===== src/design/pzs_pkg.sv =====
// Shared constants, register codes and job flag type for the peak zero suppression block.
package pzs_pkg;

	localparam int SAMPLE_BITS_DEF        = 16;
	localparam int MAX_CHANNEL_LENGTH_DEF = 1024;

	localparam int THR_W      = 16;
	localparam int SHIFT_W    = 11;
	localparam int FILL_W     = 11;
	localparam int CFG_DATA_W = 16;
	localparam int CFG_IDX_W  = 1;

	localparam int Q_DEPTH = 2;

	typedef enum logic [CFG_IDX_W-1:0] {
		REG_THRESHOLD      = 1'b0,
		REG_BASELINE_SHIFT = 1'b1
	} cfg_reg_t;

	// Classification of one pending sample, handed from the front to the back
	typedef struct packed {
		logic is_void;   // sample itself is void
		logic cur_over;  // sample is non-void and over threshold
		logic over1;     // next sample exists and is over threshold
		logic valid1;    // next sample exists and is not void
		logic over2;     // sample after next exists and is over threshold
		logic last;      // final result of the channel
	} job_flags_t;

endpackage


===== src/design/pzs_if.sv =====
// Request channel interfaces for samples in and results out.
interface pzs_sample_if #(
	parameter int SAMPLE_BITS = 16
);
	logic                   valid;
	logic                   ready;
	logic [SAMPLE_BITS-1:0] sample_value;
	logic                   sample_void;
	logic                   last_sample;

	modport source (output valid, sample_value, sample_void, last_sample, input ready);
	modport sink (input valid, sample_value, sample_void, last_sample, output ready);
endinterface

interface pzs_result_if #(
	parameter int SAMPLE_BITS = 16,
	parameter int FILL_W      = 11
);
	logic                   valid;
	logic                   ready;
	logic [SAMPLE_BITS:0]   out_value;
	logic                   out_void;
	logic                   out_last;
	logic [FILL_W-1:0]      filled_count;

	modport source (output valid, out_value, out_void, out_last, filled_count, input ready);
	modport sink (input valid, out_value, out_void, out_last, filled_count, output ready);
endinterface


===== src/design/pzs_queue.sv =====
// Short job queue between the front and the back.
module pzs_queue import pzs_pkg::*; #(
	parameter int WIDTH = 22
) (
	input  logic             clk,
	input  logic             arst_n,
	input  logic             push,
	input  logic [WIDTH-1:0] push_data,
	output logic             full,
	input  logic             pop,
	output logic [WIDTH-1:0] pop_data,
	output logic             empty
);

	localparam int AW = (Q_DEPTH > 1) ? $clog2(Q_DEPTH) : 1;
	localparam int CW = $clog2(Q_DEPTH + 1);

	logic [WIDTH-1:0] mem_q [Q_DEPTH];
	logic [AW-1:0]    wr_ptr_q;
	logic [AW-1:0]    rd_ptr_q;
	logic [CW-1:0]    cnt_q;

	assign full     = (cnt_q == CW'(Q_DEPTH));
	assign empty    = (cnt_q == '0);
	assign pop_data = mem_q[rd_ptr_q];

	// Advance pointers and occupancy
	always_ff @(posedge clk or negedge arst_n) begin
		if (!arst_n) begin
			wr_ptr_q <= '0;
			rd_ptr_q <= '0;
			cnt_q    <= '0;
		end else begin
			if (push) begin
				wr_ptr_q <= (wr_ptr_q == AW'(Q_DEPTH - 1)) ? '0 : wr_ptr_q + 1'b1;
			end
			if (pop) begin
				rd_ptr_q <= (rd_ptr_q == AW'(Q_DEPTH - 1)) ? '0 : rd_ptr_q + 1'b1;
			end
			if (push && !pop) begin
				cnt_q <= cnt_q + 1'b1;
			end else if (pop && !push) begin
				cnt_q <= cnt_q - 1'b1;
			end
		end
	end

	// Store pushed jobs
	always_ff @(posedge clk) begin
		if (push) begin
			mem_q[wr_ptr_q] <= push_data;
		end
	end

endmodule


===== src/design/pzs_front.sv =====
// Front: accepts samples, keeps the two-sample lookahead and classifies each pending sample.
module pzs_front import pzs_pkg::*; #(
	parameter int SAMPLE_BITS = SAMPLE_BITS_DEF
) (
	input  logic                   clk,
	input  logic                   arst_n,
	input  logic [THR_W-1:0]       threshold,
	pzs_sample_if.sink             in_ch,
	output logic                   push,
	output job_flags_t             push_flags,
	output logic [SAMPLE_BITS-1:0] push_value,
	input  logic                   q_full
);

	localparam int CMP_W = (SAMPLE_BITS > THR_W) ? SAMPLE_BITS : THR_W;

	logic [SAMPLE_BITS-1:0] w_val_q [3];
	logic                   w_void_q [3];
	logic [1:0]             w_cnt_q;
	logic                   flush_q;

	logic                   accept;
	logic [SAMPLE_BITS-1:0] c_val;
	logic                   c_void;
	logic                   e1;
	logic                   e2;
	logic                   step;

	function automatic logic over_thr(input logic [SAMPLE_BITS-1:0] v, input logic vd,
			input logic [THR_W-1:0] thr);
		return !vd && (CMP_W'(v) > CMP_W'(thr));
	endfunction

	// Stall input while draining the window after a last sample, or while the window and the queue are full
	assign in_ch.ready = !flush_q && ((w_cnt_q != 2'd2) || !q_full);
	assign accept      = in_ch.valid && in_ch.ready;
	assign step        = flush_q && !q_full;

	// Classify the oldest pending sample against its two successors
	always_comb begin
		c_val  = flush_q ? w_val_q[2] : in_ch.sample_value;
		c_void = flush_q ? w_void_q[2] : in_ch.sample_void;
		e1     = flush_q ? (w_cnt_q >= 2'd2) : 1'b1;
		e2     = flush_q ? (w_cnt_q == 2'd3) : 1'b1;
		push   = flush_q ? !q_full : (accept && !in_ch.last_sample && (w_cnt_q == 2'd2));

		push_value          = w_val_q[0];
		push_flags.is_void  = w_void_q[0];
		push_flags.cur_over = over_thr(w_val_q[0], w_void_q[0], threshold);
		push_flags.over1    = e1 && over_thr(w_val_q[1], w_void_q[1], threshold);
		push_flags.valid1   = e1 && !w_void_q[1];
		push_flags.over2    = e2 && over_thr(c_val, c_void, threshold);
		push_flags.last     = flush_q && (w_cnt_q == 2'd1);
	end

	// Track window fill and drain mode
	always_ff @(posedge clk or negedge arst_n) begin
		if (!arst_n) begin
			w_cnt_q <= '0;
			flush_q <= 1'b0;
		end else if (accept) begin
			if (in_ch.last_sample) begin
				w_cnt_q <= w_cnt_q + 1'b1;
				flush_q <= 1'b1;
			end else if (w_cnt_q != 2'd2) begin
				w_cnt_q <= w_cnt_q + 1'b1;
			end
		end else if (step) begin
			w_cnt_q <= w_cnt_q - 1'b1;
			if (w_cnt_q == 2'd1) begin
				flush_q <= 1'b0;
			end
		end
	end

	// Append or shift window samples
	always_ff @(posedge clk) begin
		if (accept) begin
			if (in_ch.last_sample || (w_cnt_q != 2'd2)) begin
				case (w_cnt_q)
					2'd0: begin
						w_val_q[0]  <= in_ch.sample_value;
						w_void_q[0] <= in_ch.sample_void;
					end
					2'd1: begin
						w_val_q[1]  <= in_ch.sample_value;
						w_void_q[1] <= in_ch.sample_void;
					end
					2'd2: begin
						w_val_q[2]  <= in_ch.sample_value;
						w_void_q[2] <= in_ch.sample_void;
					end
					default: begin
					end
				endcase
			end else begin
				w_val_q[0]  <= w_val_q[1];
				w_void_q[0] <= w_void_q[1];
				w_val_q[1]  <= in_ch.sample_value;
				w_void_q[1] <= in_ch.sample_void;
			end
		end else if (step) begin
			w_val_q[0]  <= w_val_q[1];
			w_void_q[0] <= w_void_q[1];
			w_val_q[1]  <= w_val_q[2];
			w_void_q[1] <= w_void_q[2];
		end
	end

endmodule


===== src/design/pzs_back.sv =====
// Back: tracks the open peak, applies the baseline shift and counts kept samples.
module pzs_back import pzs_pkg::*; #(
	parameter int SAMPLE_BITS        = SAMPLE_BITS_DEF,
	parameter int MAX_CHANNEL_LENGTH = MAX_CHANNEL_LENGTH_DEF
) (
	input  logic                   clk,
	input  logic                   arst_n,
	input  logic [SHIFT_W-1:0]     baseline_shift,
	input  logic                   q_empty,
	input  job_flags_t             pop_flags,
	input  logic [SAMPLE_BITS-1:0] pop_value,
	output logic                   pop,
	pzs_result_if.source           out_ch
);

	localparam int OW    = SAMPLE_BITS + 1;
	localparam int CNT_W = $clog2(MAX_CHANNEL_LENGTH + 1);

	logic             in_peak_q;
	logic [CNT_W-1:0] kept_q;
	logic             out_valid_q;
	logic [OW-1:0]    out_value_q;
	logic             out_void_q;
	logic             out_last_q;
	logic [FILL_W-1:0] filled_q;

	logic             keep;
	logic             peak_nxt;
	logic             kept_nv;
	logic [CNT_W-1:0] kept_nxt;
	logic [SHIFT_W-1:0] mag;
	logic [OW-1:0]    cur_ext;
	logic [OW-1:0]    mag_ext;
	logic [OW-1:0]    shifted;

	assign pop = !q_empty && (!out_valid_q || out_ch.ready);

	// Decide keep or drop and update peak state
	always_comb begin
		keep     = 1'b0;
		peak_nxt = in_peak_q;
		if (!in_peak_q && pop_flags.cur_over && pop_flags.over1) begin
			peak_nxt = 1'b1;
			keep     = 1'b1;
		end else if (in_peak_q && pop_flags.cur_over) begin
			keep = 1'b1;
		end else if (in_peak_q) begin
			if (pop_flags.over1 || (pop_flags.valid1 && pop_flags.over2)) begin
				keep = 1'b1;
			end else begin
				peak_nxt = 1'b0;
			end
		end
		kept_nv  = keep && !pop_flags.is_void;
		kept_nxt = (kept_nv && (kept_q < CNT_W'(MAX_CHANNEL_LENGTH))) ? kept_q + 1'b1 : kept_q;
	end

	// Apply baseline shift: subtract with floor at zero, or add
	always_comb begin
		mag     = -baseline_shift;
		cur_ext = OW'(pop_value);
		mag_ext = OW'(mag);
		if (baseline_shift[SHIFT_W-1]) begin
			shifted = (cur_ext > mag_ext) ? cur_ext - mag_ext : '0;
		end else begin
			shifted = cur_ext + OW'(baseline_shift);
		end
	end

	// Hold peak state, kept count and result request valid
	always_ff @(posedge clk or negedge arst_n) begin
		if (!arst_n) begin
			in_peak_q   <= 1'b0;
			kept_q      <= '0;
			out_valid_q <= 1'b0;
		end else begin
			if (pop) begin
				out_valid_q <= 1'b1;
				if (pop_flags.last) begin
					in_peak_q <= 1'b0;
					kept_q    <= '0;
				end else begin
					in_peak_q <= peak_nxt;
					kept_q    <= kept_nxt;
				end
			end else if (out_ch.ready) begin
				out_valid_q <= 1'b0;
			end
		end
	end

	// Load result payload
	always_ff @(posedge clk) begin
		if (pop) begin
			out_value_q <= kept_nv ? shifted : '0;
			out_void_q  <= !kept_nv;
			out_last_q  <= pop_flags.last;
			filled_q    <= pop_flags.last ? FILL_W'(kept_nxt) : '0;
		end
	end

	assign out_ch.valid        = out_valid_q;
	assign out_ch.out_value    = out_value_q;
	assign out_ch.out_void     = out_void_q;
	assign out_ch.out_last     = out_last_q;
	assign out_ch.filled_count = filled_q;

endmodule


===== src/design/peak_zero_suppression_top.sv =====
// Top level of the peak zero suppression block: config registers, front, queue and back.
//
// Usage: samples of one channel enter on in_ch (valid/ready), highest timebin first,
// with last_sample on the final one. Results leave on out_ch (valid/ready), one per
// sample, in order; filled_count is nonzero only on the result with out_last.
// Registers threshold (index 0) and baseline_shift (index 1) are written through
// cfg_we/cfg_index/cfg_wdata; the user must write them only while the block is idle;
// the block itself does not enforce this. A sample is classified once two more
// samples have arrived (or the channel ends); its result then passes through the queue
// and the output register. Throughput: one sample per cycle while the queue has room
// and no drain is under way. After a last sample the front drains its lookahead window
// of 1 to 3 samples, one per cycle while the queue has room, with in_ch.ready low.
// Reset clears the window, peak state, kept count, queue and output valid;
// both registers return to zero. When out_ch stalls, the output register holds, the
// two-entry queue fills, and then the front stops taking samples.
module peak_zero_suppression_top import pzs_pkg::*; #(
	parameter int SAMPLE_BITS        = SAMPLE_BITS_DEF,
	parameter int MAX_CHANNEL_LENGTH = MAX_CHANNEL_LENGTH_DEF
) (
	input  logic                  clk,
	input  logic                  arst_n,
	input  logic                  cfg_we,
	input  logic [CFG_IDX_W-1:0]  cfg_index,
	input  logic [CFG_DATA_W-1:0] cfg_wdata,
	pzs_sample_if.sink            in_ch,
	pzs_result_if.source          out_ch
);

	localparam int JOB_W = $bits(job_flags_t) + SAMPLE_BITS;

	logic [THR_W-1:0]       threshold_q;
	logic [SHIFT_W-1:0]     baseline_shift_q;

	logic                   push;
	job_flags_t             push_flags;
	logic [SAMPLE_BITS-1:0] push_value;
	logic                   q_full;
	logic                   pop;
	logic                   q_empty;
	logic [JOB_W-1:0]       pop_data;
	job_flags_t             pop_flags;
	logic [SAMPLE_BITS-1:0] pop_value;

	// Write configuration registers
	always_ff @(posedge clk or negedge arst_n) begin
		if (!arst_n) begin
			threshold_q      <= '0;
			baseline_shift_q <= '0;
		end else if (cfg_we) begin
			case (cfg_reg_t'(cfg_index))
				REG_THRESHOLD:      threshold_q      <= cfg_wdata[THR_W-1:0];
				REG_BASELINE_SHIFT: baseline_shift_q <= cfg_wdata[SHIFT_W-1:0];
				default: begin
				end
			endcase
		end
	end

	pzs_front #(
		.SAMPLE_BITS(SAMPLE_BITS)
	) u_front (
		.clk        (clk),
		.arst_n     (arst_n),
		.threshold  (threshold_q),
		.in_ch      (in_ch),
		.push       (push),
		.push_flags (push_flags),
		.push_value (push_value),
		.q_full     (q_full)
	);

	pzs_queue #(
		.WIDTH(JOB_W)
	) u_queue (
		.clk       (clk),
		.arst_n    (arst_n),
		.push      (push),
		.push_data ({push_flags, push_value}),
		.full      (q_full),
		.pop       (pop),
		.pop_data  (pop_data),
		.empty     (q_empty)
	);

	assign pop_flags = job_flags_t'(pop_data[JOB_W-1:SAMPLE_BITS]);
	assign pop_value = pop_data[SAMPLE_BITS-1:0];

	pzs_back #(
		.SAMPLE_BITS        (SAMPLE_BITS),
		.MAX_CHANNEL_LENGTH (MAX_CHANNEL_LENGTH)
	) u_back (
		.clk            (clk),
		.arst_n         (arst_n),
		.baseline_shift (baseline_shift_q),
		.q_empty        (q_empty),
		.pop_flags      (pop_flags),
		.pop_value      (pop_value),
		.pop            (pop),
		.out_ch         (out_ch)
	);

endmodule


===== src/flat_wrapper.sv =====
// flat-port wrapper written by rule: the top's interface ports become plain ports
module peak_zero_suppression_top_flat import pzs_pkg::*;
#(
	parameter int SAMPLE_BITS        = SAMPLE_BITS_DEF,
	parameter int MAX_CHANNEL_LENGTH = MAX_CHANNEL_LENGTH_DEF
)
  (clk, arst_n, cfg_we, cfg_index, cfg_wdata, in_ch_valid, in_ch_sample_value, in_ch_sample_void, in_ch_last_sample, in_ch_ready, out_ch_valid, out_ch_out_value, out_ch_out_void, out_ch_out_last, out_ch_filled_count, out_ch_ready);
  pzs_sample_if #(.SAMPLE_BITS(SAMPLE_BITS)) in_ch_i ();
  pzs_result_if #(.SAMPLE_BITS(SAMPLE_BITS), .FILL_W(FILL_W)) out_ch_i ();
  input  logic clk;
  input  logic arst_n;
  input  logic cfg_we;
  input  logic [CFG_IDX_W-1:0] cfg_index;
  input  logic [CFG_DATA_W-1:0] cfg_wdata;
  input wire logic [$bits(in_ch_i.valid)-1:0] in_ch_valid;
  input wire logic [$bits(in_ch_i.sample_value)-1:0] in_ch_sample_value;
  input wire logic [$bits(in_ch_i.sample_void)-1:0] in_ch_sample_void;
  input wire logic [$bits(in_ch_i.last_sample)-1:0] in_ch_last_sample;
  output wire logic [$bits(in_ch_i.ready)-1:0] in_ch_ready;
  output wire logic [$bits(out_ch_i.valid)-1:0] out_ch_valid;
  output wire logic [$bits(out_ch_i.out_value)-1:0] out_ch_out_value;
  output wire logic [$bits(out_ch_i.out_void)-1:0] out_ch_out_void;
  output wire logic [$bits(out_ch_i.out_last)-1:0] out_ch_out_last;
  output wire logic [$bits(out_ch_i.filled_count)-1:0] out_ch_filled_count;
  input wire logic [$bits(out_ch_i.ready)-1:0] out_ch_ready;
  assign in_ch_i.valid = in_ch_valid;
  assign in_ch_i.sample_value = in_ch_sample_value;
  assign in_ch_i.sample_void = in_ch_sample_void;
  assign in_ch_i.last_sample = in_ch_last_sample;
  assign in_ch_ready = in_ch_i.ready;
  assign out_ch_valid = out_ch_i.valid;
  assign out_ch_out_value = out_ch_i.out_value;
  assign out_ch_out_void = out_ch_i.out_void;
  assign out_ch_out_last = out_ch_i.out_last;
  assign out_ch_filled_count = out_ch_i.filled_count;
  assign out_ch_i.ready = out_ch_ready;
  peak_zero_suppression_top #(.SAMPLE_BITS(SAMPLE_BITS), .MAX_CHANNEL_LENGTH(MAX_CHANNEL_LENGTH)) u_core (.clk(clk), .arst_n(arst_n), .cfg_we(cfg_we), .cfg_index(cfg_index), .cfg_wdata(cfg_wdata), .in_ch(in_ch_i), .out_ch(out_ch_i));
endmodule

===== config.mk =====
export PLATFORM = sky130hd
export DESIGN_NAME = peak_zero_suppression_top_flat
export DESIGN_NICKNAME = d
export VERILOG_FILES = /design/src/design/pzs_pkg.sv /design/src/design/pzs_if.sv /design/src/design/pzs_queue.sv /design/src/design/pzs_front.sv /design/src/design/pzs_back.sv /design/src/design/peak_zero_suppression_top.sv /design/src/flat_wrapper.sv
export SDC_FILE = /design/constraint.sdc
export NUM_CORES = 1
export LEC_CHECK = 0
export BUFFER_PORTS_ARGS = -buffer_cell sky130_fd_sc_hd__buf_4
export CORE_ASPECT_RATIO = 0.6
export CORE_MARGIN = 1.5
export CORE_UTILIZATION = 40
export DETAILED_ROUTE_END_ITERATION = 12
export PLACE_DENSITY = 0.56
export SLEW_MARGIN = 30
export SYNTH_ARGS = -nofsm -noshare
export SYNTH_HDL_FRONTEND = slang
export SYNTH_SLANG_ARGS = --single-unit
export TNS_END_PERCENT = 30

===== constraint.sdc =====
create_clock -name clk -period 4.2 [get_ports clk]
set_input_delay 0.84 -clock clk [delete_from_list [all_inputs] [get_ports clk]]
set_output_delay 0.84 -clock clk [all_outputs]
set_load 0.005 [all_outputs]

==> results of run 1 <==
-- report_power, final --
group	internal, mW	switching (mW)
sequential	2.69	0.369
clock	0.929	0.674
combinational	1.78	2.34
total	5.39	3.38
-- area by class of cell --
cell class              instances  area [um^2]
well taps                     315          394
flip-flops and latches        172         4930
inverters                      36          135
fillers                      2116        12200
multi-input cells             587         4500
repair buffers                 87          657
clock buffers                  19          433
clock inverters                13          149
-- sequential cells by signal (all words and copies together), names as in the netlist, 2 cells and up --
name and flops:
u_core.u_front.w_cnt_q 2, u_core.u_back.kept_q 11, u_core.baseline_shift_q 11, u_core.u_queue.cnt_q 2, u_core.u_queue.mem_q 44, u_core.u_back.out_ch.out_value 17, u_core.u_front.w_void_q 3, u_core.threshold_q 16
u_core.u_back.out_ch.filled_count 11, u_core.u_front.w_val_q 48
-- worst max-delay path: stages (launching register included) --
cell and delay, ns:
sky130_fd_sc_hd__dfrtp_1 0.69, sky130_fd_sc_hd__mux2i_1 0.50, sky130_fd_sc_hd__inv_1 0.14, sky130_fd_sc_hd__ha_1 0.33
sky130_fd_sc_hd__nand2b_1 0.13, sky130_fd_sc_hd__a21oi_1 0.14, sky130_fd_sc_hd__o31ai_1 0.52, sky130_fd_sc_hd__nand3b_1 0.30
sky130_fd_sc_hd__a21oi_1 0.48, sky130_fd_sc_hd__o32ai_1 0.17
-- Yosys cell counts (9+ instances only) --
cell type / number
sky130_fd_sc_hd__nor2_1: 39
sky130_fd_sc_hd__a31oi_1: 12
sky130_fd_sc_hd__nor3_1: 14
sky130_fd_sc_hd__o21a_1: 12
sky130_fd_sc_hd__a21o_1: 23
sky130_fd_sc_hd__inv_1: 35
sky130_fd_sc_hd__nand2_1: 47
sky130_fd_sc_hd__nand3_1: 13
sky130_fd_sc_hd__edfxtp_1: 125
sky130_fd_sc_hd__nand2b_1: 9
sky130_fd_sc_hd__clkbuf_1: 14
sky130_fd_sc_hd__a21oi_1: 51
sky130_fd_sc_hd__nor2b_1: 12
sky130_fd_sc_hd__xor2_1: 20
sky130_fd_sc_hd__ha_1: 77
sky130_fd_sc_hd__mux2_2: 71
sky130_fd_sc_hd__o21ai_0: 46
sky130_fd_sc_hd__nand4_1: 19
sky130_fd_sc_hd__xnor2_1: 19
sky130_fd_sc_hd__dfrtp_1: 47
-- metrics by stage --
stage               power [mW]  utilization  cells  cell area, um^2  setup WS, ns
global route              9.41        0.478   1229            11200         0.218
CTS                       8.81        0.478   1229            11200         0.550
floorplan                 5.85            -    818             9660         0.812
global placement          7.17        0.453   1196            10600         0.651
finish                    8.78        0.478   1229            11200         0.526
detailed placement        7.16        0.453   1197            10600         0.584
-- cell families (layout without fill, tap and decap cells) --
family                   Yosys count  count (layout)
adder cells (fa/ha/maj)           79              79
XOR/XNOR                          39              39
flip-flops                       172             172
buffers and inverters             59             155
multiplexers                      80              80
AO/OA/AOI/OAI                    196             196
AND/OR/NAND/NOR                  193             193
-- routing by layer --
metal | track usage | vias up | wire length (um)
li1 | - | 3253 | -
met1 | 0.309 | 3300 | 12400
met2 | 0.263 | 171 | 9370
met3 | 0.0459 | 10 | 1370
met4 | 0.0361 | 0 | 142
met5 | 0 | - | 0
-- final timing paths --
check | startpoint | endpoint | slack [ns] | cells past startpoint
setup / recovery | u_core.u_queue.rd_ptr_q | u_core.u_back.out_ch.out_value[5] | 0.53 | 9
hold / removal | arst_n | u_core.threshold_q[2] | 0.43 | 1
setup reg to reg | u_core.u_queue.rd_ptr_q | u_core.u_back.out_ch.out_value[5] | 0.53 | 9
hold reg to reg | u_core.u_front.w_val_q[0][9] | u_core.u_queue.mem_q[1][9] | 0.49 | 0
max in group asynchronous | arst_n | u_core.u_queue.wr_ptr_q | 3.29 | 1
min in group clk | u_core.u_front.w_val_q[0][9] | u_core.u_queue.mem_q[1][9] | 0.49 | 0
==> run metrics, run 1 <==
run status finished, final reports clean; count of cells resized by post-cts repair 0; Antenna Diode Count 0; number of ports placed on the die boundary 72; EDFF count, synth 125; pin count of the biggest net entering global routing 48; Startpoint Class flip-flop; post-detailed-route DRC marker count 0; Area Growth Syn to Fin 15.9%; setup tns final 0 ns; vias in the first global route 6333; Final Hold Violating Endpoints 0; maximum resistive drop on vdd 388 uV; Worst Hold Class in2async; die width 204 um; Final Wtd Congestion 0.864; area fraction in compound gates after synthesis 0.130; top cell type's share of synthesized area 0.389; synthesized netlist net count 937; height of the die 123 um; routed via count 6734; worst endpoint data arrival time 3.84 ns; number of buffers inserted by hold repair at cts 0; power density cells 784 nW/um^2; count of pins over their slew limit 0; sequential area share after synthesis 0.510; synthesized-area fraction occupied by xor and xnor cells 0.0354; post-CTS setup buffer count 0; mux contribution to synthesized area 0.0934; drt total wl 23300 um; clock tree root buffer cell sky130_fd_sc_hd__clkbuf_16; final net count 1020; type of the worst setup path reg2reg; crit end category flip-flop; First DRT Iteration DRCs 499; largest area contributor in the netlist sky130_fd_sc_hd__edfxtp_1; async set-or-reset flop fraction in the synthesized netlist 0.273; critical-path maximum fanout 12; commonest register cell after synthesis sky130_fd_sc_hd__edfxtp_1; count of maximum capacitance violations 0; clk_skew 0.00850 ns; CTS tree yes; Synth Area in Adders 0.104; via/cell ratio 5.48; total routing usage reported by global routing 0.194; CTS clk-pin slew, worst paths 0.07 ns; leakage power total 4.46 nW; Routed WL per cell 19.0 um; Cells after Synth 818; maximum clock path buffer count 2; Highest Clock Rate 272 MHz; depth of the CTS H-tree 4; combinational family with the most area after synthesis compound AO/OA/AOI/OAI gates; final worst path period need 3.67 ns; TritonCTS Buffers 17; dpl hpwl 17200 um; Rows 43; highest-count cells in the layout ignoring fill and taps 125 x sky130_fd_sc_hd__edfxtp_1, 86 x sky130_fd_sc_hd__buf_4, 77 x sky130_fd_sc_hd__ha_1, 71 x sky130_fd_sc_hd__mux2_2, 50 x sky130_fd_sc_hd__a21oi_1; floorplan die area 25100 um^2; starting density of the core 0.413; setup repair after global routing missed its margin no; number of iterations in the first detailed-routing pass 5; residual antenna-violating net count after detailed routing 0; pin slew with the least headroom to its limit 0.859 ns; number of buffers added on ports 71; number of sinks handled by clock tree synthesis 172; required time of the critical path 4.36 ns; basic-gate share of the synthesized area counting and, or, nand and nor cells 0.102; share of final-layout standard cells stronger than drive strength 1 0.219; grt ovf 0; leading cell type in the layout, fill and taps excluded sky130_fd_sc_hd__edfxtp_1; share of the clock period used by the worst path after layout 0.875; core outline area 23400 um^2; Yosys warning count 0; clock insertion delay at the later pin of the skew report 0.43 ns; number of library cell types mapped by synthesis 64; Post-Route Hold Slack 0.425 ns; register bit count reported by yosys 172; combined area of all synthesized cells 9660 um^2; final-report setup violation count 0; global-route wire length before repair 36500 um; antenna violations before repair 0; remaining max-slew budget at the tightest pin 0.427; Post-Syn Area per Cell 11.8 um^2; dominant cells by area after synthesis sky130_fd_sc_hd__edfxtp_1 39%, sky130_fd_sc_hd__dfrtp_1 12%, sky130_fd_sc_hd__ha_1 10%
No activity file was read; power rests on OpenSTA's default activity.
==> inputs of run 2 (changes only) <==
Settings changed: REMOVE_ABC_BUFFERS set to 1.
==> run 2 against run 1 <==
Clock skew increased by 0.0021 ns. Count of clock-buffer cells in the layout decreased by 1. Register-to-register slack got worse by 0.06 ns. Die area unchanged.
==> run metrics, run 2 (same netlist as run 1, synthesis figures left out) <==
height of the die 123 um; count of pins over their slew limit 0; grt ovf 0; clk_skew 0.0106 ns; worst endpoint data arrival time 3.91 ns; post-CTS setup buffer count 0; dpl hpwl 17300 um; die width 204 um; final standard cell count with taps included and fillers excluded 1227; setup tns final 0 ns; count of maximum capacitance violations 0; Final Wtd Congestion 0.869; Critical path buffers and inverters 1; type of the worst setup path reg2reg; drt total wl 23000 um; TritonCTS Buffers 17; category of cells accounting for the largest share of critical-path delay compound AO/OA/AOI/OAI gates; Non-Filler Cell Area, Final 11200 um^2; vias in the first global route 6516; count of cells resized by post-cts repair 0; Rows 43; highest-count cells in the layout ignoring fill and taps 125 x sky130_fd_sc_hd__edfxtp_1, 85 x sky130_fd_sc_hd__buf_4, 77 x sky130_fd_sc_hd__ha_1, 71 x sky130_fd_sc_hd__mux2_2, 50 x sky130_fd_sc_hd__a21oi_1; CP most frequent cell sky130_fd_sc_hd__a21oi_1; slowest cell delay on critical path 0.74 ns; number of ports placed on the die boundary 72; leading cell type in the layout, fill and taps excluded sky130_fd_sc_hd__edfxtp_1; Post-Route Hold Slack 0.417 ns; setup repair after global routing missed its margin no; critical-path maximum fanout 12; maximum clock path buffer count 2; global-route wire length before repair 37100 um; routed via count 6659; Critical R2R Capture u_core.u_back.out_ch.out_value[5]; final core utilization 0.477; residual antenna-violating net count after detailed routing 0; leakage power total 4.43 nW; final-report setup violation count 0; clock insertion delay at the later pin of the skew report 0.45 ns; Worst path slowest cell sky130_fd_sc_hd__dfrtp_1; remaining max-slew budget at the tightest pin 0.447; antenna violations before repair 0; number of iterations in the first detailed-routing pass 5; Routed WL per cell 18.8 um; final net count 1018; via/cell ratio 5.43; required time of the critical path 4.38 ns; Startpoint Class flip-flop; Worst Slack Setup Final 0.464 ns; number of sinks handled by clock tree synthesis 172; placed cell area 10600 um^2; CTS tree yes; Antenna Diode Count 0; share of final-layout standard cells stronger than drive strength 1 0.221; final worst path period need 3.74 ns; number of buffers added on ports 71; reg-to-reg critical path startpoint u_core.u_queue.rd_ptr_q; Pwr Total 8.69 mW; power density cells 779 nW/um^2; Top reg by flops u_core.u_front.w_val_q; total routing usage reported by global routing 0.196; share of the clock period used by the worst path after layout 0.889; crit-path cells mux2i_1 > inv_1 > ha_1 > nand2b_1 > a21oi_1 > o31ai_1 > nand3b_1 > a21oi_1 > o32ai_1; setup slack at placement 0.574 ns; fillcell total 2168; FF-to-FF path depth 9; Final Hold Violating Endpoints 0; maximum resistive drop on vdd 516 uV; number of buffers inserted by hold repair at cts 0; floorplan die area 25100 um^2; run status finished, final reports clean; pin slew with the least headroom to its limit 0.829 ns; First DRT Iteration DRCs 486; starting density of the core 0.413; Area Growth Syn to Fin 15.4%; crit end category flip-flop; Highest Clock Rate 268 MHz; Worst Hold Class in2async; core outline area 23400 um^2; post-detailed-route DRC marker count 0; pin count of the biggest net entering global routing 48; CTS clk-pin slew, worst paths 0.07 ns; clock tree root buffer cell sky130_fd_sc_hd__clkbuf_16; dpl cells 1195; Largest register FFs 48; Register-to-Register Setup Slack 0.46 ns; depth of the CTS H-tree 4
==> run 2: changes by cell type in the layout (fill, tap and decap cells not counted) <==
cell                         previous run  this run
sky130_fd_sc_hd__clkinvlp_4             1         4
sky130_fd_sc_hd__bufinv_16              3         1
sky130_fd_sc_hd__clkbuf_1               2         0
sky130_fd_sc_hd__and3_1                 6         5
sky130_fd_sc_hd__and3_2                 0         1
sky130_fd_sc_hd__buf_4                 86        85
sky130_fd_sc_hd__buf_6                  1         0
sky130_fd_sc_hd__clkbuf_8               0         1
sky130_fd_sc_hd__clkinv_1               5         4
sky130_fd_sc_hd__clkinv_4               2         1
sky130_fd_sc_hd__inv_6                  1         2
sky130_fd_sc_hd__inv_8                  0         1
==> run 2: final cells by class <==
class | count | area (um^2) | area share
clock inverters | 14 | 119 | 0.0107
clock buffers | 18 | 439 | 0.0394
repair buffers | 85 | 638 | 0.0572
inverters | 36 | 135 | 0.0121
well taps | 315 | 394 | 0.0353
multi-input cells | 587 | 4500 | 0.403
flip-flops and latches | 172 | 4930 | 0.442
==> run 2: worst max path at each step <==
stage / to / slack, ns / start / cells after the start
after floorplan: u_core.u_back.out_ch.out_value[5] / 0.84 / u_core.u_queue.rd_ptr_q / 8
after detailed placement: u_core.u_back.out_ch.out_value[6] / 0.57 / u_core.u_queue.rd_ptr_q / 9
final: u_core.u_back.out_ch.out_value[5] / 0.46 / u_core.u_queue.rd_ptr_q / 9
after global placement: u_core.u_back.out_ch.out_value[6] / 0.64 / u_core.u_queue.rd_ptr_q / 9
after CTS: u_core.u_back.out_ch.out_value[5] / 0.52 / u_core.u_queue.rd_ptr_q / 9
after global routing: u_core.u_back.out_ch.out_value[5] / 0.05 / u_core.baseline_shift_q[4] / 11
==> run 2: routing by layer <==
layer  global-route usage  part of all wire  up-vias
li1                     -                 -     3252
met3               0.0443             0.060       19
met1                0.314              0.54     3203
met2                0.257              0.39      185
met5                    0                 0        -
met4               0.0505             0.011        0
==> run 2: power by group <==
part	internal [mW]	switching, mW
clock network	0.830	0.694
registers	2.69	0.391
logic	1.77	2.31
==> run 2: worst register-to-register path, cell delays in order (launching register included) <==
cell                       delay (ns)
sky130_fd_sc_hd__dfrtp_1         0.74
sky130_fd_sc_hd__mux2i_1         0.49
sky130_fd_sc_hd__inv_1           0.13
sky130_fd_sc_hd__ha_1            0.32
sky130_fd_sc_hd__nand2b_1        0.12
sky130_fd_sc_hd__a21oi_1         0.13
sky130_fd_sc_hd__o31ai_1         0.55
sky130_fd_sc_hd__nand3b_1        0.34
sky130_fd_sc_hd__a21oi_1         0.48
sky130_fd_sc_hd__o32ai_1         0.16
